$ cat config.mk
export PLATFORM = sky130hd
export DESIGN_NAME = joystick_calibrate_and_map_core
export DESIGN_NICKNAME = d
export VERILOG_FILES = /design/src/sv/jcm_pkg.sv /design/src/sv/jcm_div.sv /design/src/sv/joystick_calibrate_and_map_core.sv
export SDC_FILE = /design/constraint.sdc
export NUM_CORES = 1
export LEC_CHECK = 0
export ABC_AREA = 1
export BUFFER_PORTS_ARGS = -buffer_cell sky130_fd_sc_hd__buf_2
export CAP_MARGIN = 20
export CORE_ASPECT_RATIO = 0.75
export CORE_MARGIN = 10
export CORE_UTILIZATION = 49
export CTS_BUF_LIST = sky130_fd_sc_hd__clkbuf_16
export CTS_CLUSTER_DIAMETER = 100
export DETAILED_ROUTE_END_ITERATION = 6
export PLACE_DENSITY_LB_ADDON = 0.08
export SETUP_SLACK_MARGIN = 0.4
export SLEW_MARGIN = 30
export SYNTH_ARGS = -nofsm -noshare
export SYNTH_HDL_FRONTEND = slang
export SYNTH_HIERARCHICAL = 1
export SYNTH_SLANG_ARGS = --single-unit
$ cat constraint.sdc
create_clock -name aclk -period 16.75 [get_ports aclk]
set_input_delay 3.35 -clock aclk [delete_from_list [all_inputs] [get_ports aclk]]
set_output_delay 3.35 -clock aclk [all_outputs]
set_load 0.05 [all_outputs]
$ cat src/sv/jcm_pkg.sv
// Shared types and constants for the joystick calibrate-and-map core.
// Holds the sequencer and phase enums, divider request/response structs and
// register reset values. No dependencies.
package jcm_pkg;

    // Widths of the shared divider: dividend and divisor
    localparam int DIV_W = 16;
    localparam int DVS_W = 9;

    // Default averaging length of one calibration phase
    localparam int SAMPLES_PER_PHASE_DEF = 100;

    // Register reset values
    localparam logic [7:0] OUT_LOW_RST    = 8'h9C;   // -100
    localparam logic [7:0] OUT_CENTER_RST = 8'h00;
    localparam logic [6:0] OUT_HIGH_RST   = 7'd100;
    localparam logic [7:0] SETTLE_RST     = 8'd150;

    // Calibrated bound reset values
    localparam logic [7:0] BOUND_LOW_RST  = 8'd0;
    localparam logic [7:0] BOUND_MID_RST  = 8'd128;
    localparam logic [7:0] BOUND_HIGH_RST = 8'd255;

    // Configuration register indexes
    typedef logic [1:0] cfg_idx_t;
    localparam cfg_idx_t CFG_OUT_LOW    = 2'd0;
    localparam cfg_idx_t CFG_OUT_CENTER = 2'd1;
    localparam cfg_idx_t CFG_OUT_HIGH   = 2'd2;
    localparam cfg_idx_t CFG_SETTLE     = 2'd3;

    // Request kind carried in tuser
    localparam logic OP_SAMPLE = 1'b0;
    localparam logic OP_START  = 1'b1;

    // Calibration phase
    typedef enum logic [2:0] {
        PH_IDLE   = 3'd0,
        PH_CENTER = 3'd1,
        PH_TOP    = 3'd2,
        PH_BOTTOM = 3'd3,
        PH_RIGHT  = 3'd4,
        PH_LEFT   = 3'd5
    } phase_t;

    // Sequencer state
    typedef enum logic [3:0] {
        ST_IDLE,
        ST_CALX_GO,
        ST_CALX_WAIT,
        ST_CALY_GO,
        ST_CALY_WAIT,
        ST_FINISH,
        ST_MAP_SETUP,
        ST_MAP_GO,
        ST_MAP_WAIT,
        ST_MAP_END,
        ST_DONE
    } state_t;

    // Divider request and response
    typedef struct packed {
        logic             start;
        logic [DIV_W-1:0] dividend;
        logic [DVS_W-1:0] divisor;
    } div_req_t;

    typedef struct packed {
        logic             busy;
        logic             done;
        logic [DIV_W-1:0] quotient;
    } div_rsp_t;

endpackage

$ cat src/sv/jcm_div.sv
// Shared restoring divider, one quotient bit per cycle, unsigned operands.
// Depends on jcm_pkg for widths and the request/response structs.
module jcm_div (
    input  logic              aclk,
    input  logic              aresetn,
    input  jcm_pkg::div_req_t req,
    output jcm_pkg::div_rsp_t rsp
);
    import jcm_pkg::*;

    localparam int CNT_W = $clog2(DIV_W);

    logic [CNT_W-1:0] cnt_reg;
    logic             busy_reg;
    logic             done_reg;
    logic [DVS_W-1:0] rem_reg;
    logic [DIV_W-1:0] quo_reg;
    logic [DVS_W-1:0] dvs_reg;

    logic [DVS_W:0]   partial;
    logic [DVS_W:0]   trial;
    logic             fits;

    // Trial subtract of the divisor from the shifted remainder
    always_comb begin
        partial = {rem_reg, quo_reg[DIV_W-1]};
        trial   = partial - {1'b0, dvs_reg};
        fits    = !trial[DVS_W];
    end

    // Control: load on start, count iterations, pulse done
    always_ff @(posedge aclk) begin
        if (!aresetn) begin
            busy_reg <= 1'b0;
            done_reg <= 1'b0;
            cnt_reg  <= '0;
        end else begin
            done_reg <= 1'b0;
            if (req.start) begin
                busy_reg <= 1'b1;
                cnt_reg  <= '0;
            end else if (busy_reg) begin
                cnt_reg <= cnt_reg + 1'b1;
                if (cnt_reg == CNT_W'(DIV_W - 1)) begin
                    busy_reg <= 1'b0;
                    done_reg <= 1'b1;
                end
            end
        end
    end

    // Datapath: shift in one quotient bit a cycle
    always_ff @(posedge aclk) begin
        if (req.start) begin
            rem_reg <= '0;
            quo_reg <= req.dividend;
            dvs_reg <= req.divisor;
        end else if (busy_reg) begin
            rem_reg <= fits ? trial[DVS_W-1:0] : partial[DVS_W-1:0];
            quo_reg <= {quo_reg[DIV_W-2:0], fits};
        end
    end

    assign rsp.busy     = busy_reg;
    assign rsp.done     = done_reg;
    assign rsp.quotient = quo_reg;

    // A done pulse closes exactly one busy period
    a_done_after_busy: assert property (@(posedge aclk) disable iff (!aresetn)
        rsp.done |-> $past(busy_reg) && !busy_reg)
        else $error("divider done without a finished iteration run");

    // A start request finds the divider free
    a_start_when_free: assert property (@(posedge aclk) disable iff (!aresetn)
        req.start |-> !busy_reg)
        else $error("divider started while busy");

    // A start request always opens an iteration run
    a_busy_after_start: assert property (@(posedge aclk) disable iff (!aresetn)
        req.start |=> busy_reg)
        else $error("divider not busy after a start request");

endmodule

$ cat src/sv/joystick_calibrate_and_map_core.sv
// Joystick calibrate-and-map core: sequencer, calibration state, mapping.
// Depends on jcm_pkg and the shared divider jcm_div.
//
// Usage:
//   s_ channel: one request per X/Y sample pair; s_tuser selects an ordinary
//   sample or the start of a calibration run (centre, top, bottom, right,
//   left). Each phase skips settle_samples requests, then averages
//   SAMPLES_PER_PHASE of them.
//   m_ channel: one result per request: both mapped positions, the
//   calibrated flag and the current phase.
//   cfg channel: register writes, always ready; write only while idle.
// Sequencing:
//   One request at a time; s_tready is high only while the sequencer idles.
//   A plain request runs per axis through setup, divider start, the divider
//   iterations, done and end; then the result is loaded. A flat input span
//   skips that axis's divider. Closing a phase adds two averaging divisions
//   before the mapping.
// Reset: synchronous, active low; bounds return to 0/128/255, the flag and
//   phase clear and the registers take their reset values.
// Stall: the result waits in an output register; the next request may be
//   accepted meanwhile and finishes once that register has been drained.
module joystick_calibrate_and_map_core #(
    parameter int SAMPLES_PER_PHASE = jcm_pkg::SAMPLES_PER_PHASE_DEF
) (
    input  logic                  aclk,
    input  logic                  aresetn,
    // Input requests
    input  logic                  s_tvalid,
    output logic                  s_tready,
    input  logic [15:0]           s_tdata,   // [7:0] x_sample, [15:8] y_sample
    input  logic [0:0]            s_tuser,   // [0] operation
    // Results
    output logic                  m_tvalid,
    input  logic                  m_tready,
    // [7:0] x_position, [15:8] y_position, [16] is_calibrated,
    // [19:17] cal_phase, [23:20] zero
    output logic [23:0]           m_tdata,
    // Configuration writes
    input  logic                  cfg_valid,
    output logic                  cfg_ready,
    input  jcm_pkg::cfg_idx_t     cfg_index,
    input  logic [7:0]            cfg_data
);
    import jcm_pkg::*;

    localparam int SUM_W = $clog2(255 * SAMPLES_PER_PHASE + 1);
    localparam int CNT_W = $clog2(255 + SAMPLES_PER_PHASE + 1);
    localparam int CMP_W = CNT_W + 1;

    // Configuration registers
    logic [7:0] out_low_reg;
    logic [7:0] out_center_reg;
    logic [6:0] out_high_reg;
    logic [7:0] settle_reg;

    // Calibration state
    logic [7:0]       x_lower_reg, x_middle_reg, x_upper_reg;
    logic [7:0]       y_lower_reg, y_middle_reg, y_upper_reg;
    logic             done_flag_reg;
    phase_t           phase_reg;
    logic [CNT_W-1:0] count_reg;
    logic [SUM_W-1:0] sum_x_reg, sum_y_reg;

    // Sequencer and working registers
    state_t            state_reg, state_next;
    logic [7:0]        xs_reg, ys_reg;
    logic [7:0]        ax_reg, ay_reg;
    logic              axis_reg;
    logic signed [18:0] prod_reg;
    logic [DVS_W-1:0]  den_mag_reg;
    logic              neg_reg;
    logic              zero_reg;
    logic [7:0]        o_lo_reg;
    logic [7:0]        x_pos_reg, y_pos_reg;
    logic              m_valid_reg;
    logic [23:0]       m_data_reg;

    div_req_t div_req;
    div_rsp_t div_rsp;

    logic s_take;
    logic [CMP_W-1:0] count_inc;
    logic [CMP_W-1:0] settle_end;
    logic             settled;
    logic             phase_end;

    // Mapping datapath
    logic [7:0]        smp, lo_cur, mid_cur, hi_cur, v_lift, v_clamp;
    logic [7:0]        in_lo, in_hi;
    logic signed [9:0] o_lo_w, o_hi_w, span;
    logic signed [8:0] diff, den_cur;
    logic signed [18:0] prod;
    logic              below_mid;
    logic signed [18:0] prod_abs;
    logic [DIV_W-1:0]   prod_mag;

    assign s_take     = s_tvalid && s_tready;
    assign count_inc  = CMP_W'(count_reg) + 1'b1;
    assign settle_end = CMP_W'(settle_reg) + CMP_W'(SAMPLES_PER_PHASE);
    assign settled    = CMP_W'(count_reg) >= CMP_W'(settle_reg);
    assign phase_end  = (s_tuser[0] == OP_SAMPLE) && (phase_reg != PH_IDLE) &&
                        settled && (count_inc >= settle_end);

    // Shared divider
    jcm_div u_div (
        .aclk    (aclk),
        .aresetn (aresetn),
        .req     (div_req),
        .rsp     (div_rsp)
    );

    // Next state
    always_comb begin
        state_next = state_reg;
        case (state_reg)
            ST_IDLE:      if (s_take) state_next = phase_end ? ST_CALX_GO : ST_MAP_SETUP;
            ST_CALX_GO:   state_next = ST_CALX_WAIT;
            ST_CALX_WAIT: if (div_rsp.done) state_next = ST_CALY_GO;
            ST_CALY_GO:   state_next = ST_CALY_WAIT;
            ST_CALY_WAIT: if (div_rsp.done) state_next = ST_FINISH;
            ST_FINISH:    state_next = ST_MAP_SETUP;
            ST_MAP_SETUP: state_next = (den_cur == '0) ? ST_MAP_END : ST_MAP_GO;
            ST_MAP_GO:    state_next = ST_MAP_WAIT;
            ST_MAP_WAIT:  if (div_rsp.done) state_next = ST_MAP_END;
            ST_MAP_END:   state_next = axis_reg ? ST_DONE : ST_MAP_SETUP;
            ST_DONE:      if (!m_valid_reg || m_tready) state_next = ST_IDLE;
            default:      state_next = ST_IDLE;
        endcase
    end

    // Outputs of the sequencer: handshake and divider requests
    always_comb begin
        s_tready         = (state_reg == ST_IDLE);
        div_req.start    = 1'b0;
        div_req.dividend = '0;
        div_req.divisor  = DVS_W'(SAMPLES_PER_PHASE);
        case (state_reg)
            ST_CALX_GO: begin
                div_req.start    = 1'b1;
                div_req.dividend = DIV_W'(sum_x_reg);
            end
            ST_CALY_GO: begin
                div_req.start    = 1'b1;
                div_req.dividend = DIV_W'(sum_y_reg);
            end
            ST_MAP_GO: begin
                div_req.start    = 1'b1;
                div_req.dividend = prod_mag;
                div_req.divisor  = den_mag_reg;
            end
            default: ;
        endcase
    end

    always_ff @(posedge aclk) begin
        if (!aresetn) state_reg <= ST_IDLE;
        else          state_reg <= state_next;
    end

    // Configuration writes
    assign cfg_ready = 1'b1;

    always_ff @(posedge aclk) begin
        if (!aresetn) begin
            out_low_reg    <= OUT_LOW_RST;
            out_center_reg <= OUT_CENTER_RST;
            out_high_reg   <= OUT_HIGH_RST;
            settle_reg     <= SETTLE_RST;
        end else if (cfg_valid && cfg_ready) begin
            case (cfg_index)
                CFG_OUT_LOW:    out_low_reg    <= cfg_data;
                CFG_OUT_CENTER: out_center_reg <= cfg_data;
                CFG_OUT_HIGH:   out_high_reg   <= cfg_data[6:0];
                CFG_SETTLE:     settle_reg     <= cfg_data;
                default: ;
            endcase
        end
    end

    // Phase close: new bound from the averages, swap reversed pairs on the last
    logic [7:0] xl_new, xu_new, yl_new, yu_new, xm_new, ym_new;

    always_comb begin
        xl_new = x_lower_reg;
        xu_new = x_upper_reg;
        yl_new = y_lower_reg;
        yu_new = y_upper_reg;
        xm_new = x_middle_reg;
        ym_new = y_middle_reg;
        case (phase_reg)
            PH_CENTER: begin
                xm_new = ax_reg;
                ym_new = ay_reg;
            end
            PH_TOP:    yu_new = ay_reg;
            PH_BOTTOM: yl_new = ay_reg;
            PH_RIGHT:  xu_new = ax_reg;
            default: begin
                if (x_upper_reg < ax_reg) begin
                    xl_new = x_upper_reg;
                    xu_new = ax_reg;
                end else begin
                    xl_new = ax_reg;
                end
                if (y_upper_reg < y_lower_reg) begin
                    yl_new = y_upper_reg;
                    yu_new = y_lower_reg;
                end
            end
        endcase
    end

    // Calibration state: update on acceptance, close the phase in ST_FINISH
    always_ff @(posedge aclk) begin
        if (!aresetn) begin
            x_lower_reg   <= BOUND_LOW_RST;
            x_middle_reg  <= BOUND_MID_RST;
            x_upper_reg   <= BOUND_HIGH_RST;
            y_lower_reg   <= BOUND_LOW_RST;
            y_middle_reg  <= BOUND_MID_RST;
            y_upper_reg   <= BOUND_HIGH_RST;
            done_flag_reg <= 1'b0;
            phase_reg     <= PH_IDLE;
            count_reg     <= '0;
            sum_x_reg     <= '0;
            sum_y_reg     <= '0;
        end else if (s_take) begin
            if (s_tuser[0] == OP_START) begin
                phase_reg <= PH_CENTER;
                count_reg <= '0;
                sum_x_reg <= '0;
                sum_y_reg <= '0;
            end else if (phase_reg != PH_IDLE) begin
                count_reg <= CNT_W'(count_inc);
                if (settled) begin
                    sum_x_reg <= sum_x_reg + SUM_W'(s_tdata[7:0]);
                    sum_y_reg <= sum_y_reg + SUM_W'(s_tdata[15:8]);
                end
            end
        end else if (state_reg == ST_FINISH) begin
            x_lower_reg  <= xl_new;
            x_upper_reg  <= xu_new;
            y_lower_reg  <= yl_new;
            y_upper_reg  <= yu_new;
            x_middle_reg <= xm_new;
            y_middle_reg <= ym_new;
            count_reg    <= '0;
            sum_x_reg    <= '0;
            sum_y_reg    <= '0;
            if (phase_reg == PH_LEFT) begin
                done_flag_reg <= 1'b1;
                phase_reg     <= PH_IDLE;
            end else begin
                phase_reg <= phase_t'(phase_reg + 3'd1);
            end
        end
    end

    // Mapping setup: clamp, pick the segment, form the numerator product
    always_comb begin
        smp     = axis_reg ? ys_reg       : xs_reg;
        lo_cur  = axis_reg ? y_lower_reg  : x_lower_reg;
        mid_cur = axis_reg ? y_middle_reg : x_middle_reg;
        hi_cur  = axis_reg ? y_upper_reg  : x_upper_reg;
        v_lift  = (smp < lo_cur) ? lo_cur : smp;
        v_clamp = (v_lift > hi_cur) ? hi_cur : v_lift;
        below_mid = v_clamp < mid_cur;
        if (below_mid) begin
            in_lo  = lo_cur;
            in_hi  = mid_cur;
            o_lo_w = {{2{out_low_reg[7]}}, out_low_reg};
            o_hi_w = {{2{out_center_reg[7]}}, out_center_reg};
        end else begin
            in_lo  = mid_cur;
            in_hi  = hi_cur;
            o_lo_w = {{2{out_center_reg[7]}}, out_center_reg};
            o_hi_w = {3'b000, out_high_reg};
        end
        diff    = $signed({1'b0, v_clamp}) - $signed({1'b0, in_lo});
        den_cur = $signed({1'b0, in_hi}) - $signed({1'b0, in_lo});
        span    = o_hi_w - o_lo_w;
        prod    = diff * span;
    end

    // Magnitude of the registered product for the divider
    always_comb begin
        prod_abs = prod_reg[18] ? -prod_reg : prod_reg;
        prod_mag = prod_abs[DIV_W-1:0];
    end

    // Mapping end: restore sign, add segment offset, saturate; a flat span gives the centre value
    logic signed [17:0] q_s, q_signed, r_full;
    logic [7:0]         r_sat;

    always_comb begin
        q_s      = $signed({2'b00, div_rsp.quotient});
        q_signed = neg_reg ? -q_s : q_s;
        r_full   = q_signed + $signed({{10{o_lo_reg[7]}}, o_lo_reg});
        if (zero_reg)
            r_sat = out_center_reg;
        else if (r_full < -18'sd128)
            r_sat = 8'h80;
        else if (r_full > 18'sd127)
            r_sat = 8'h7F;
        else
            r_sat = r_full[7:0];
    end

    // Working registers of the sequencer
    always_ff @(posedge aclk) begin
        if (s_take) begin
            xs_reg   <= s_tdata[7:0];
            ys_reg   <= s_tdata[15:8];
            axis_reg <= 1'b0;
        end
        if (state_reg == ST_CALX_WAIT && div_rsp.done)
            ax_reg <= div_rsp.quotient[7:0];
        if (state_reg == ST_CALY_WAIT && div_rsp.done)
            ay_reg <= div_rsp.quotient[7:0];
        if (state_reg == ST_MAP_SETUP) begin
            prod_reg    <= prod;
            den_mag_reg <= DVS_W'(den_cur[8] ? -den_cur : den_cur);
            neg_reg     <= prod[18] ^ den_cur[8];
            zero_reg    <= (den_cur == '0);
            o_lo_reg    <= o_lo_w[7:0];
        end
        if (state_reg == ST_MAP_END) begin
            if (axis_reg) y_pos_reg <= r_sat;
            else          x_pos_reg <= r_sat;
            axis_reg <= 1'b1;
        end
    end

    // Result register: load when free or being drained
    always_ff @(posedge aclk) begin
        if (!aresetn) begin
            m_valid_reg <= 1'b0;
        end else if (state_reg == ST_DONE && (!m_valid_reg || m_tready)) begin
            m_valid_reg <= 1'b1;
        end else if (m_tready) begin
            m_valid_reg <= 1'b0;
        end
    end

    always_ff @(posedge aclk) begin
        if (state_reg == ST_DONE && (!m_valid_reg || m_tready))
            m_data_reg <= {4'b0000, phase_reg, done_flag_reg, y_pos_reg, x_pos_reg};
    end

    assign m_tvalid = m_valid_reg;
    assign m_tdata  = m_data_reg;

    // A request is taken only when the divider is free
    a_idle_div_free: assert property (@(posedge aclk) disable iff (!aresetn)
        s_take |-> !div_rsp.busy)
        else $error("request accepted while the divider is busy");

    // After a request the sequencer is busy for at least the next cycle
    a_busy_after_take: assert property (@(posedge aclk) disable iff (!aresetn)
        s_take |=> !s_tready)
        else $error("sequencer ready again straight after a request");

    // The calibrated flag rises only when the left phase closes
    a_flag_on_left: assert property (@(posedge aclk) disable iff (!aresetn)
        $rose(done_flag_reg) |-> $past(phase_reg) == PH_LEFT && phase_reg == PH_IDLE)
        else $error("calibrated flag set outside the close of the left phase");

    // Divider results arrive only while the sequencer waits for them
    a_done_in_wait: assert property (@(posedge aclk) disable iff (!aresetn)
        div_rsp.done |-> state_reg == ST_CALX_WAIT || state_reg == ST_CALY_WAIT ||
                         state_reg == ST_MAP_WAIT)
        else $error("divider result arrived outside a wait state");

endmodule
==> impl_metrics.json <==
{
  "end_kind": "flip-flop",
  "drive_gt1_frac": 0.0904,
  "clk-insertion-delay-late_ns": 0.60,
  "start_kind": "flip-flop",
  "tns_ns": 0,
  "relSlewSlack": 0.344,
  "synth_area_per_cell_um2": 7.98,
  "rows": 63,
  "syn_area_mm2": 0.0199,
  "gp_congestion": 0.956,
  "vias": 16700,
  "worstPathMaxFanout": 50,
  "finalCriticalPeriod_ns": 13.13,
  "report.final.slew_viol_count": 0,
  "maxCapViolations": 0,
  "drt_pre_antenna_iters": 5,
  "rsz0062_at_grt": "no",
  "yosysWarnings": 6,
  "die_height_um": 195,
  "initial_core_util": 0.500,
  "startpoint": "axis_reg",
  "path_class": "reg2reg",
  "final_antenna_net_count": 0,
  "layout_commonest_cell": "nand2_1",
  "post-route-period-util": 0.784,
  "synthCells": 2496,
  "worstRegToRegCells": 59,
  "path_clk_slew_ns": 0.07,
  "track_usage": 0.234,
  "fin_ws_ns": 3.62,
  "nets": 2810,
  "cts_resized": 0,
  "route.detailed.drc": 0,
  "wire_per_inst_um": 18.8,
  "coreArea_mm2": 0.0398,
  "worst-slew-pin-transition_ns": 0.976,
  "largest_reg_flops": 20,
  "place_ws_ns": 3.53,
  "port_buffers": 53,
  "hold_viol_final": 0,
  "antenna_cells": 0,
  "cts_buffers": 30,
  "dp_cells": 3020,
  "cts-root-buf": "clkbuf_16",
  "fmax_mhz": 76.2,
  "crit_end": "neg_reg",
  "grt_overflow": 0,
  "grt_max_degree": 82,
  "tritoncts": "yes",
  "die_width_um": 253,
  "ios": 59,
  "stdcell_area_mm2": 0.0217,
  "cpMaxStageDelayCell": "a211oi_4",
  "place_hpwl_um": 46200,
  "r2r-end": "neg_reg",
  "antenna_found_initial": 2,
  "syn_to_final_growth_pct": 8.96,
  "finalSetupViolCount": 0,
  "hp-class": "reg2reg",
  "die-area_mm2": 0.0492,
  "cp.arrival_ns": 13.46,
  "fin_skew_ns": 0.0232,
  "cts_hold_buffers": 0,
  "status": "completed",
  "required_ns": 17.08,
  "first_global_vias": 15800,
  "grt_pass1_wl_um": 90900,
  "htree_levels": 1,
  "post_cts_buffers": 0,
  "placed_area_mm2": 0.0206,
  "mostFrequentLayoutCells": "523 x nand2_1, 369 x inv_1, 221 x nor2_1",
  "clockBufferDepth": 3,
  "final_cells": 3076,
  "rr_startpoint": "axis_reg",
  "cts_sinks": 272,
  "slowest_delay_ns": 0.60,
  "reg2reg_slack_ns": 3.62,
  "routed_wl_um": 57700,
  "first_iter_violations": 1711,
  "viasPerCell": 5.44
}
==> how the worst min path moves through the flow <==
| stage | start | to | slack (ns) | cells past startpoint |
|---|---|---|---|---|
| after floorplan | x_pos_reg[0] | m_tdata[0] | 0.40 | 0 |
| after global placement | x_pos_reg[0] | m_tdata[0] | 0.41 | 0 |
| after detailed placement | y_pos_reg[5] | m_tdata[13] | 0.40 | 0 |
| after CTS | x_pos_reg[6] | m_tdata[6] | 0.42 | 0 |
| after global routing | x_pos_reg[1] | m_tdata[1] | 0.43 | 0 |
| final | y_pos_reg[5] | m_tdata[13] | 0.42 | 0 |
==> area by class of cell <==
| class | instances | area (um^2) |
|---|---|---|
| fillers | 3749 | 18100 |
| multi-input cells | 1781 | 11500 |
| flip-flops and latches | 272 | 6740 |
| inverters | 382 | 1440 |
| clock buffers | 30 | 751 |
| well taps | 520 | 651 |
| repair buffers | 65 | 355 |
| clock inverters | 26 | 317 |
==> metal layers <==
layer	vias up	wire length, um	global-route usage
li1	8224	-	-
met1	7890	29400	0.365
met2	543	22400	0.319
met3	71	4470	0.0449
met4	0	1460	0.0605
met5	-	0	0
==> per-stage QoR <==
step / hold WS (ns) / utilization
floorplan: 0.400 / -
global route: 0.425 / 0.545
global placement: 0.406 / 0.518
CTS: 0.421 / 0.545
finish: 0.420 / 0.545
detailed placement: 0.405 / 0.518
==> critical path, delay by kind of cell, from the launching register on <==
family,cells,cell delay [ns]
and+or+nand+nor,20,2.87
xor gates and xnor gates,3,0.88
buffers and inverters,7,0.96
AOI/OAI and AO/OA,19,3.96
adders and majority gates,10,3.85
DFF,1,0.32
Power is left out: the tool's default activity adds up to more than one toggle a clock period on the data nets, which glitch-free logic cannot reach.
